$ cat config.mk
export PLATFORM = sky130hd
export DESIGN_NAME = multilevel_hysteresis_quantizer_core
export DESIGN_NICKNAME = d
export VERILOG_FILES = /design/src/sv/mhq_pkg.sv /design/src/sv/multilevel_hysteresis_quantizer_core.sv /design/src/sv/mhq_cell.sv
export SDC_FILE = /design/constraint.sdc
export NUM_CORES = 1
export LEC_CHECK = 0
export BUFFER_PORTS_ARGS = -buffer_cell sky130_fd_sc_hd__buf_4
export CORE_MARGIN = 10
export CORE_UTILIZATION = 55
export CTS_CLUSTER_DIAMETER = 80
export DETAILED_ROUTE_END_ITERATION = 7
export GPL_TIMING_DRIVEN = 0
export HOLD_SLACK_MARGIN = 0.12
export PLACE_DENSITY = 0.72
export SYNTH_ARGS = -nofsm -noshare
export SYNTH_HDL_FRONTEND = slang
export SYNTH_HIERARCHICAL = 1
export SYNTH_SLANG_ARGS = --single-unit
$ cat constraint.sdc
create_clock -name clk_i -period 5.7 [get_ports clk_i]
set_input_delay 1.425 -clock clk_i [delete_from_list [all_inputs] [get_ports clk_i]]
set_output_delay 1.425 -clock clk_i [all_outputs]
set_load 0.01 [all_outputs]
$ cat src/sv/mhq_pkg.sv
// shared types and constants of the multilevel hysteresis quantizer
`default_nettype none
package mhq_pkg;

  // fixed field widths
  localparam int unsigned SAMPLE_W  = 10;
  localparam int unsigned SPACING_W = 10;
  localparam int unsigned MARGIN_W  = 9;
  localparam int unsigned LEVEL_W   = 5;

  // stream data widths (rounded up to whole bytes)
  localparam int unsigned S_DATA_W = 16;
  localparam int unsigned M_DATA_W = 8;

  // register file
  localparam int unsigned ADDR_W = 4;
  localparam int unsigned DATA_W = 32;

  typedef enum logic [1:0] {
    REG_SPACING = 2'd0,
    REG_MARGIN  = 2'd1,
    REG_LEVELS  = 2'd2,
    REG_NONE    = 2'd3
  } reg_idx_e;

  localparam logic [SPACING_W-1:0] SPACING_RST = 10'd62;
  localparam logic [MARGIN_W-1:0]  MARGIN_RST  = 9'd6;
  localparam logic [LEVEL_W-1:0]   LEVELS_RST  = 5'd16;

  typedef enum logic [1:0] {
    ST_IDLE = 2'd0,
    ST_CMP  = 2'd1,
    ST_WALK = 2'd2
  } state_e;

  // per-threshold compare results of one cell
  typedef struct packed {
    logic up_ok;  // sample >= threshold + margin
    logic dn_ok;  // sample <= threshold - margin
  } flags_t;

endpackage
`default_nettype wire

$ cat src/sv/multilevel_hysteresis_quantizer_core.sv
// top level of the multilevel hysteresis quantizer: register file, cell row and level walker
// a new sample is accepted only in the idle state, so a further sample waits until the walker has
// moved the level, one level per cycle, and loaded the result into the output register
// the walker reads the compare flags that the threshold cell row refreshes every cycle
// reset clears level and last sample and sets the registers to their reset values;
// s_axis_tready_o stays low after reset and after any register write while the threshold chain refills
`default_nettype none
module multilevel_hysteresis_quantizer_core #(
  parameter int unsigned MAX_LEVELS  = 16,
  parameter int unsigned SAMPLE_BITS = 10
) (
  input  wire logic                           clk_i,
  input  wire logic                           rst_ni,
  // input stream, tdata: sample[9:0], zero pad above
  input  wire logic [mhq_pkg::S_DATA_W-1:0]   s_axis_tdata_i,
  input  wire logic                           s_axis_tvalid_i,
  output      logic                           s_axis_tready_o,
  // output stream, tdata: level[4:0], zero pad above
  output      logic [mhq_pkg::M_DATA_W-1:0]   m_axis_tdata_o,
  output      logic                           m_axis_tvalid_o,
  input  wire logic                           m_axis_tready_i,
  // register port
  input  wire logic                           psel_i,
  input  wire logic                           penable_i,
  input  wire logic                           pwrite_i,
  input  wire logic [mhq_pkg::ADDR_W-1:0]     paddr_i,
  input  wire logic [mhq_pkg::DATA_W-1:0]     pwdata_i,
  output      logic [mhq_pkg::DATA_W-1:0]     prdata_o,
  output      logic                           pready_o
);

  // threshold width: wide enough for spacing times number of levels
  localparam int unsigned THR_W = mhq_pkg::SPACING_W + $clog2(MAX_LEVELS + 1);
  localparam int unsigned CNT_W = $clog2(MAX_LEVELS + 1);
  // bits of the sample field actually used
  localparam int unsigned USE_W = (SAMPLE_BITS < mhq_pkg::SAMPLE_W) ? SAMPLE_BITS
                                                                     : mhq_pkg::SAMPLE_W;

  localparam logic [mhq_pkg::LEVEL_W-1:0] LEVEL_CAP =
    (MAX_LEVELS < 31) ? mhq_pkg::LEVEL_W'(MAX_LEVELS) : {mhq_pkg::LEVEL_W{1'b1}};

  // ---------------------------------------------------------------- registers
  logic [mhq_pkg::SPACING_W-1:0] spacing_q;
  logic [mhq_pkg::MARGIN_W-1:0]  margin_q;
  logic [mhq_pkg::LEVEL_W-1:0]   nlev_q;
  logic                          wr_en;
  mhq_pkg::reg_idx_e             wr_idx;

  assign pready_o = 1'b1;
  assign wr_en    = psel_i & penable_i & pwrite_i & pready_o;
  // decode on the word index, low byte address bits ignored
  assign wr_idx   = mhq_pkg::reg_idx_e'(paddr_i[mhq_pkg::ADDR_W-1:2]);

  always_ff @(posedge clk_i or negedge rst_ni) begin
    if (!rst_ni) begin
      spacing_q <= mhq_pkg::SPACING_RST;
      margin_q  <= mhq_pkg::MARGIN_RST;
      nlev_q    <= mhq_pkg::LEVELS_RST;
    end else if (wr_en) begin
      case (wr_idx)
        mhq_pkg::REG_SPACING: spacing_q <= pwdata_i[mhq_pkg::SPACING_W-1:0];
        mhq_pkg::REG_MARGIN:  margin_q  <= pwdata_i[mhq_pkg::MARGIN_W-1:0];
        mhq_pkg::REG_LEVELS:  nlev_q    <= pwdata_i[mhq_pkg::LEVEL_W-1:0];
        default: ;
      endcase
    end
  end

  always_comb begin
    case (wr_idx)
      mhq_pkg::REG_SPACING: prdata_o = mhq_pkg::DATA_W'(spacing_q);
      mhq_pkg::REG_MARGIN:  prdata_o = mhq_pkg::DATA_W'(margin_q);
      mhq_pkg::REG_LEVELS:  prdata_o = mhq_pkg::DATA_W'(nlev_q);
      default:              prdata_o = '0;
    endcase
  end

  // ---------------------------------------------------------------- settle counter
  // threshold k becomes valid once spacing has passed through the threshold registers of cells 0 to k
  logic [CNT_W-1:0] settle_q, settle_d;

  always_comb begin
    settle_d = settle_q;
    if (wr_en) begin
      settle_d = CNT_W'(MAX_LEVELS);
    end else if (settle_q != '0) begin
      settle_d = settle_q - CNT_W'(1);
    end
  end

  always_ff @(posedge clk_i or negedge rst_ni) begin
    if (!rst_ni) begin
      settle_q <= CNT_W'(MAX_LEVELS);
    end else begin
      settle_q <= settle_d;
    end
  end

  // ---------------------------------------------------------------- cell row
  logic [mhq_pkg::SAMPLE_W-1:0]  sample_q;
  logic [THR_W-1:0]              thr   [MAX_LEVELS];
  mhq_pkg::flags_t               flags [MAX_LEVELS];
  logic [mhq_pkg::SPACING_W-1:0] first_step;

  // threshold 0 is spacing - floor(spacing/2), the rest step by spacing
  assign first_step = spacing_q - (spacing_q >> 1);

  for (genvar k = 0; k < MAX_LEVELS; k++) begin : g_cell
    if (k == 0) begin : g_head
      mhq_cell #(.THR_W(THR_W)) u_cell (
        .clk_i      (clk_i),
        .prev_thr_i ('0),
        .step_i     (first_step),
        .sample_i   (sample_q),
        .margin_i   (margin_q),
        .thr_o      (thr[k]),
        .flags_o    (flags[k])
      );
    end else begin : g_body
      mhq_cell #(.THR_W(THR_W)) u_cell (
        .clk_i      (clk_i),
        .prev_thr_i (thr[k-1]),
        .step_i     (spacing_q),
        .sample_i   (sample_q),
        .margin_i   (margin_q),
        .thr_o      (thr[k]),
        .flags_o    (flags[k])
      );
    end
  end

  // ---------------------------------------------------------------- level walker
  mhq_pkg::state_e              state_q, state_d;
  logic [mhq_pkg::LEVEL_W-1:0]  lvl_q, lvl_d;
  logic [mhq_pkg::SAMPLE_W-1:0] last_q;
  logic                         rising_q;
  logic [mhq_pkg::LEVEL_W-1:0]  out_q;
  logic                         out_vld_q, out_vld_d;
  logic                         out_load;
  logic [mhq_pkg::SAMPLE_W-1:0] s_in;
  logic                         in_xfer;
  logic [mhq_pkg::LEVEL_W-1:0]  n_eff;
  logic                         up_sel, dn_sel;
  logic                         step_up, step_dn;

  assign s_in    = mhq_pkg::SAMPLE_W'(s_axis_tdata_i[USE_W-1:0]);
  assign in_xfer = s_axis_tvalid_i & s_axis_tready_o;

  // levels in use clipped to the number of cells
  assign n_eff = (nlev_q > LEVEL_CAP) ? LEVEL_CAP : nlev_q;

  // flags of the threshold just above and just below the held level
  always_comb begin
    up_sel = 1'b0;
    dn_sel = 1'b0;
    for (int k = 0; k < MAX_LEVELS; k++) begin
      if (int'(lvl_q) == k) begin
        up_sel = flags[k].up_ok;
      end
      if (int'(lvl_q) == k + 1) begin
        dn_sel = flags[k].dn_ok;
      end
    end
  end

  assign step_up = rising_q  & (lvl_q < n_eff) & up_sel;
  assign step_dn = ~rising_q & (lvl_q != '0) & dn_sel;

  always_comb begin
    state_d         = state_q;
    lvl_d           = lvl_q;
    out_load        = 1'b0;
    s_axis_tready_o = 1'b0;
    case (state_q)
      mhq_pkg::ST_IDLE: begin
        s_axis_tready_o = (settle_q == '0);
        if (in_xfer) begin
          state_d = mhq_pkg::ST_CMP;
        end
      end
      mhq_pkg::ST_CMP: begin
        // cells register flags against the new sample
        state_d = mhq_pkg::ST_WALK;
      end
      mhq_pkg::ST_WALK: begin
        if (step_up) begin
          lvl_d = lvl_q + mhq_pkg::LEVEL_W'(1);
        end else if (step_dn) begin
          lvl_d = lvl_q - mhq_pkg::LEVEL_W'(1);
        end else if (!out_vld_q || m_axis_tready_i) begin
          out_load = 1'b1;
          state_d  = mhq_pkg::ST_IDLE;
        end
      end
      default: begin
        state_d = mhq_pkg::ST_IDLE;
      end
    endcase
  end

  always_comb begin
    out_vld_d = out_vld_q;
    if (out_load) begin
      out_vld_d = 1'b1;
    end else if (m_axis_tready_i) begin
      out_vld_d = 1'b0;
    end
  end

  always_ff @(posedge clk_i or negedge rst_ni) begin
    if (!rst_ni) begin
      state_q   <= mhq_pkg::ST_IDLE;
      lvl_q     <= '0;
      last_q    <= '0;
      rising_q  <= 1'b0;
      out_vld_q <= 1'b0;
    end else begin
      state_q   <= state_d;
      lvl_q     <= lvl_d;
      out_vld_q <= out_vld_d;
      if (in_xfer) begin
        // equal sample counts as rising
        rising_q <= (s_in >= last_q);
        last_q   <= s_in;
      end
    end
  end

  // payload registers
  always_ff @(posedge clk_i) begin
    if (in_xfer) begin
      sample_q <= s_in;
    end
    if (out_load) begin
      out_q <= lvl_q;
    end
  end

  assign m_axis_tdata_o  = mhq_pkg::M_DATA_W'(out_q);
  assign m_axis_tvalid_o = out_vld_q;

endmodule
`default_nettype wire

$ cat src/sv/mhq_cell.sv
// one threshold cell: builds its threshold from its neighbor and compares the sample
`default_nettype none
module mhq_cell #(
  parameter int unsigned THR_W = 15
) (
  input  wire logic                             clk_i,
  input  wire logic [THR_W-1:0]                 prev_thr_i,
  input  wire logic [mhq_pkg::SPACING_W-1:0]    step_i,
  input  wire logic [mhq_pkg::SAMPLE_W-1:0]     sample_i,
  input  wire logic [mhq_pkg::MARGIN_W-1:0]     margin_i,
  output      logic [THR_W-1:0]                 thr_o,
  output      mhq_pkg::flags_t                  flags_o
);

  logic [THR_W-1:0] thr_q, thr_d;
  mhq_pkg::flags_t  flags_q, flags_d;
  logic [THR_W:0]   upper_bound;
  logic [THR_W:0]   sample_ext;
  logic [THR_W:0]   sample_plus_m;

  always_comb begin
    thr_d         = prev_thr_i + THR_W'(step_i);
    upper_bound   = (THR_W+1)'(thr_q) + (THR_W+1)'(margin_i);
    sample_ext    = (THR_W+1)'(sample_i);
    sample_plus_m = sample_ext + (THR_W+1)'(margin_i);
    // lower bound test rewritten as sample + margin <= threshold, never negative
    flags_d.up_ok = sample_ext >= upper_bound;
    flags_d.dn_ok = sample_plus_m <= (THR_W+1)'(thr_q);
  end

  always_ff @(posedge clk_i) begin
    thr_q   <= thr_d;
    flags_q <= flags_d;
  end

  assign thr_o   = thr_q;
  assign flags_o = flags_q;

endmodule
`default_nettype wire

==> impl_metrics.yaml <==
route:
  drt_pass1_iterations: 5
  vias: 36600
  viasPerCell: 6.02
  drtIter0Drc: 2327
  ant_nets: 0
  wl_mm: 115
  drc: 0
  routedWlPerCell_microns: 18.9
floorplan:
  die_y_microns: 292
  die_area_sq_mm: 0.0854
  rows: 99
  die_w_microns: 292
  ioPinCount: 102
  start_util_pct: 55.7
  core_sq_mm: 0.0732
cells_and_area:
  nFillCells: 6352
  layout-drive-gt1-share_pct: 7.40
  nets: 5996
  antenna_cells: 0
  syn_to_final_growth_pct: 10.7
timing:
  finalSetupViolCount: 0
  slew_violations: 0
  fin_skew_ns: 0.0370
  finalHoldWorstSlack_ns: 0.518
  period_needed_ns: 4.58
  hold_viol: 0
  fin_crit_sh_pct: 80.3
  tightest_slew_ns: 1.43
  rsz0062_at_grt: "false"
  finalSetupTns_ns: 0
  max-slew-margin-rel_pct: 4.50
  fmax_ghz: 0.218
clocking:
  clock-sinks: 335
  cts_hold_buf: 0
  cts_setup_buffers: 0
  cts.repair.resized: 0
  cts_tree: "built"
  root_buffer: "clkbuf_16"
  clk_path_buf_depth: 3
  clkTransAtPathRegs_ns: 0.06
  cts_buffers: 45
  htree_levels: 2
  clk_latency_ns: 0.62
global_route:
  grt_antenna_before_repair: 3
  grtUsageTotal_pct: 25.9
  grt_pass1_vias: 34400
  grt_pass1_wl_mm: 182
  gr-total-overflow: 0
  grt_max_degree: 63
critical_path:
  crit_top_cell: "ha_1"
  critPathTopFamily: "compound AO/OA/AOI/OAI gates"
  cp.arrival_ns: 5.02
  critPathBufInv: 0
  path_cells: "ha_1 > o21a_2 > a211oi_1 > o21ai_1 > a31oi_1 > xnor2_1 > ha_1 > o211ai_1 > a21oi_1 > a221o_1 > o311ai_0 > nor4_2"
  endpoint_kind: "flop"
  worstSetupPathType: "flop to flop"
  max_stage_delay_ns: 1.39
  critPathMaxFanout: 34
  worstSetupStartpointType: "flop"
  cp.required_ns: 6.15
  crit_slowest_cell: "dfstp_2"
pwr:
  irDropWorstVdd_v: 0.000360
  p_total_mw: 26.9
  leakage_nw: 20.9
  powerDensity_mw_per_mm2: 597
job:
  drv_cap: 0
synthesis:
  yosysTopAreaCellShare_pct: 24.9
  synthArstFlopShare_pct: 14.3
  synth_top_cell_by_area: "ha_1"
  synth_edf_count: 15
  postSynthAreaPerCell_sq_um: 8.33
  ys_seq_elements: 335
  synthCells: 4890
  ys_seq_area_share_pct: 17.4
  ys.flop_type: "dfxtp_1"
  syn_area_sq_mm: 0.0408
  yosysUniqueCellTypes: 91
  synth_warnings: 6
  synthTopCellsByArea: "ha_1 25%, dfxtp_1 13%, xnor2_1 6.2%"
run_status:
  outcome: "complete, no violations"
hold_path:
  hold_class: "flop to flop"
placement:
  gp_congestion: 0.871
  hpwl_mm: 85.5
  io_buffers: 45
## layout by cell type (no fill, tap or decap), types with 25 or more instances in the layout
cell type / n
o21bai_1: 71
inv_1: 490
nand2_1: 247
dfrtp_1: 28
mux2_2: 25
xnor2_1: 289
a211oi_1: 81
buf_16: 30
a31o_2: 48
xor2_1: 122
buf_4: 73
nor2_1: 267
and2_1: 28
o21ai_0: 259
a31oi_1: 70
nor4_1: 51
o211ai_1: 46
nor4b_1: 25
and4_1: 26
ha_1: 812
nor2b_1: 90
clkbuf_16: 46
a21boi_0: 32
fa_1: 50
conb_1: 56
o21a_1: 86
o21ai_1: 40
clkbuf_1: 37
nor3_1: 218
a211o_1: 26
nand2b_1: 63
mux2i_1: 35
dfxtp_1: 272
nand3_1: 110
a21o_1: 89
a21oi_1: 299
## per-layer routing
layer | vias to the layer above | share of wire (%) | track usage [%] | wire length [microns]
li1 | 18300 | - | - | -
met3 | 216 | 5.1 | 2.83 | 5870
met1 | 17100 | 45 | 33.9 | 51400
met5 | - | 0.020 | 0 | 23
met2 | 896 | 46 | 43.5 | 53000
met4 | 4 | 3.7 | 9.32 | 4190
## worst paths after layout
| check | cells past startpoint | slack, ns | start | to |
|---|---|---|---|---|
| worst max-delay path | 12 | 1.12 | margin_q[2] | g_cell[8].g_body.u_cell/flags_o[1] |
| worst min-delay path | 1 | 0.52 | last_q[0] | last_q[0] |
| worst max register to register | 12 | 1.12 | margin_q[2] | g_cell[8].g_body.u_cell/flags_o[1] |
| worst min register to register | 1 | 0.52 | last_q[0] | last_q[0] |
| max in group asynchronous | 1 | 4.37 | rst_ni | margin_q[8] |
| min in group asynchronous | 1 | 0.83 | rst_ni | last_q[7] |
## layout make-up
| type | count | area, sq um | share of cell area [%] |
|---|---|---|---|
| flip-flops and latches | 335 | 7130 | 15.8 |
| clock buffers | 55 | 1230 | 2.74 |
| well taps | 959 | 1200 | 2.66 |
| multi-input cells | 4047 | 31600 | 70.1 |
| clock inverters | 28 | 359 | 0.796 |
| plain buffers | 71 | 393 | 0.871 |
| inverters | 491 | 1840 | 4.09 |
| repair buffers | 84 | 1340 | 2.97 |
## through the flow
step                cells  cell area, sq um  worst slack [ns]  util [%]
detailed placement   5987             43500              1.29      59.4
global placement     5948             42500             0.613      58.0
finish               6070             45100              1.12      61.6
floorplan            4944             41000              1.70         -
CTS                  6070             45100              1.22      61.6
global route         6070             45100             0.994      61.6
## registers in the layout, summed over array words and instances (netlist names), 2 cells and up
signal / count
lvl_q: 5
margin_q: 9
g_cell.g_head.u_cell/thr_o: 15
last_q: 10
g_cell.g_body.u_cell/flags_o: 30
state_q: 2
settle_q: 5
nlev_q: 5
g_cell.g_body.u_cell/thr_o: 225
g_cell.g_head.u_cell/flags_o: 2
spacing_q: 10
out_q: 5
sample_q: 10
## cell families after synthesis
family / synth area share [%]
simple gates: 15.6
fa+ha+maj: 27.4
compound gates: 23.5
xor+xnor: 8.83
buf+inv: 5.49
other cells: 0.0184
mux: 1.66
flops: 17.4
## worst register-to-register path: cells and delay by family, from the launching register on
kind | cells | cell delay, ns
compound gates | 8 | 1.49
flops | 1 | 1.39
simple gates | 1 | 0.61
fa+ha+maj | 2 | 0.81
xor+xnor | 1 | 0.10
## Yosys cell counts, drive strengths merged (11+ instances only)
library cell and n:
ha 812, inv 490, a21oi 307, o21ai 301, xnor2 289, dfxtp 272
nor2 268, nand2 247, nor3 218, xor2 122, nand3 110, a211oi 100
a21o 99, o21a 94, nor2b 90, o21bai 71, a31oi 70, nand2b 63
nor4 60, fa 50, a31o 48, o211ai 47, a21boi 41, dfrtp 39
buf 38, a211o 35, mux2i 35, clkbuf 33, and2 28, mux2 28
and4 26, a2111oi 25, nor4b 25, or4 24, nand4 19, o311ai 19
a41oi 18, o31ai 18, o2111ai 16, a221o 15, a22o 15, edfxtp 15
nand3b 12, a311oi 11
## power breakdown
group | switching, mW | total (mW) | internal [mW]
Clock | 1.21 | 3.04 | 1.83
Sequential | 1.90 | 5.36 | 3.45
Combinational | 10.1 | 18.5 | 8.44
(Power assumes the default switching activity.)
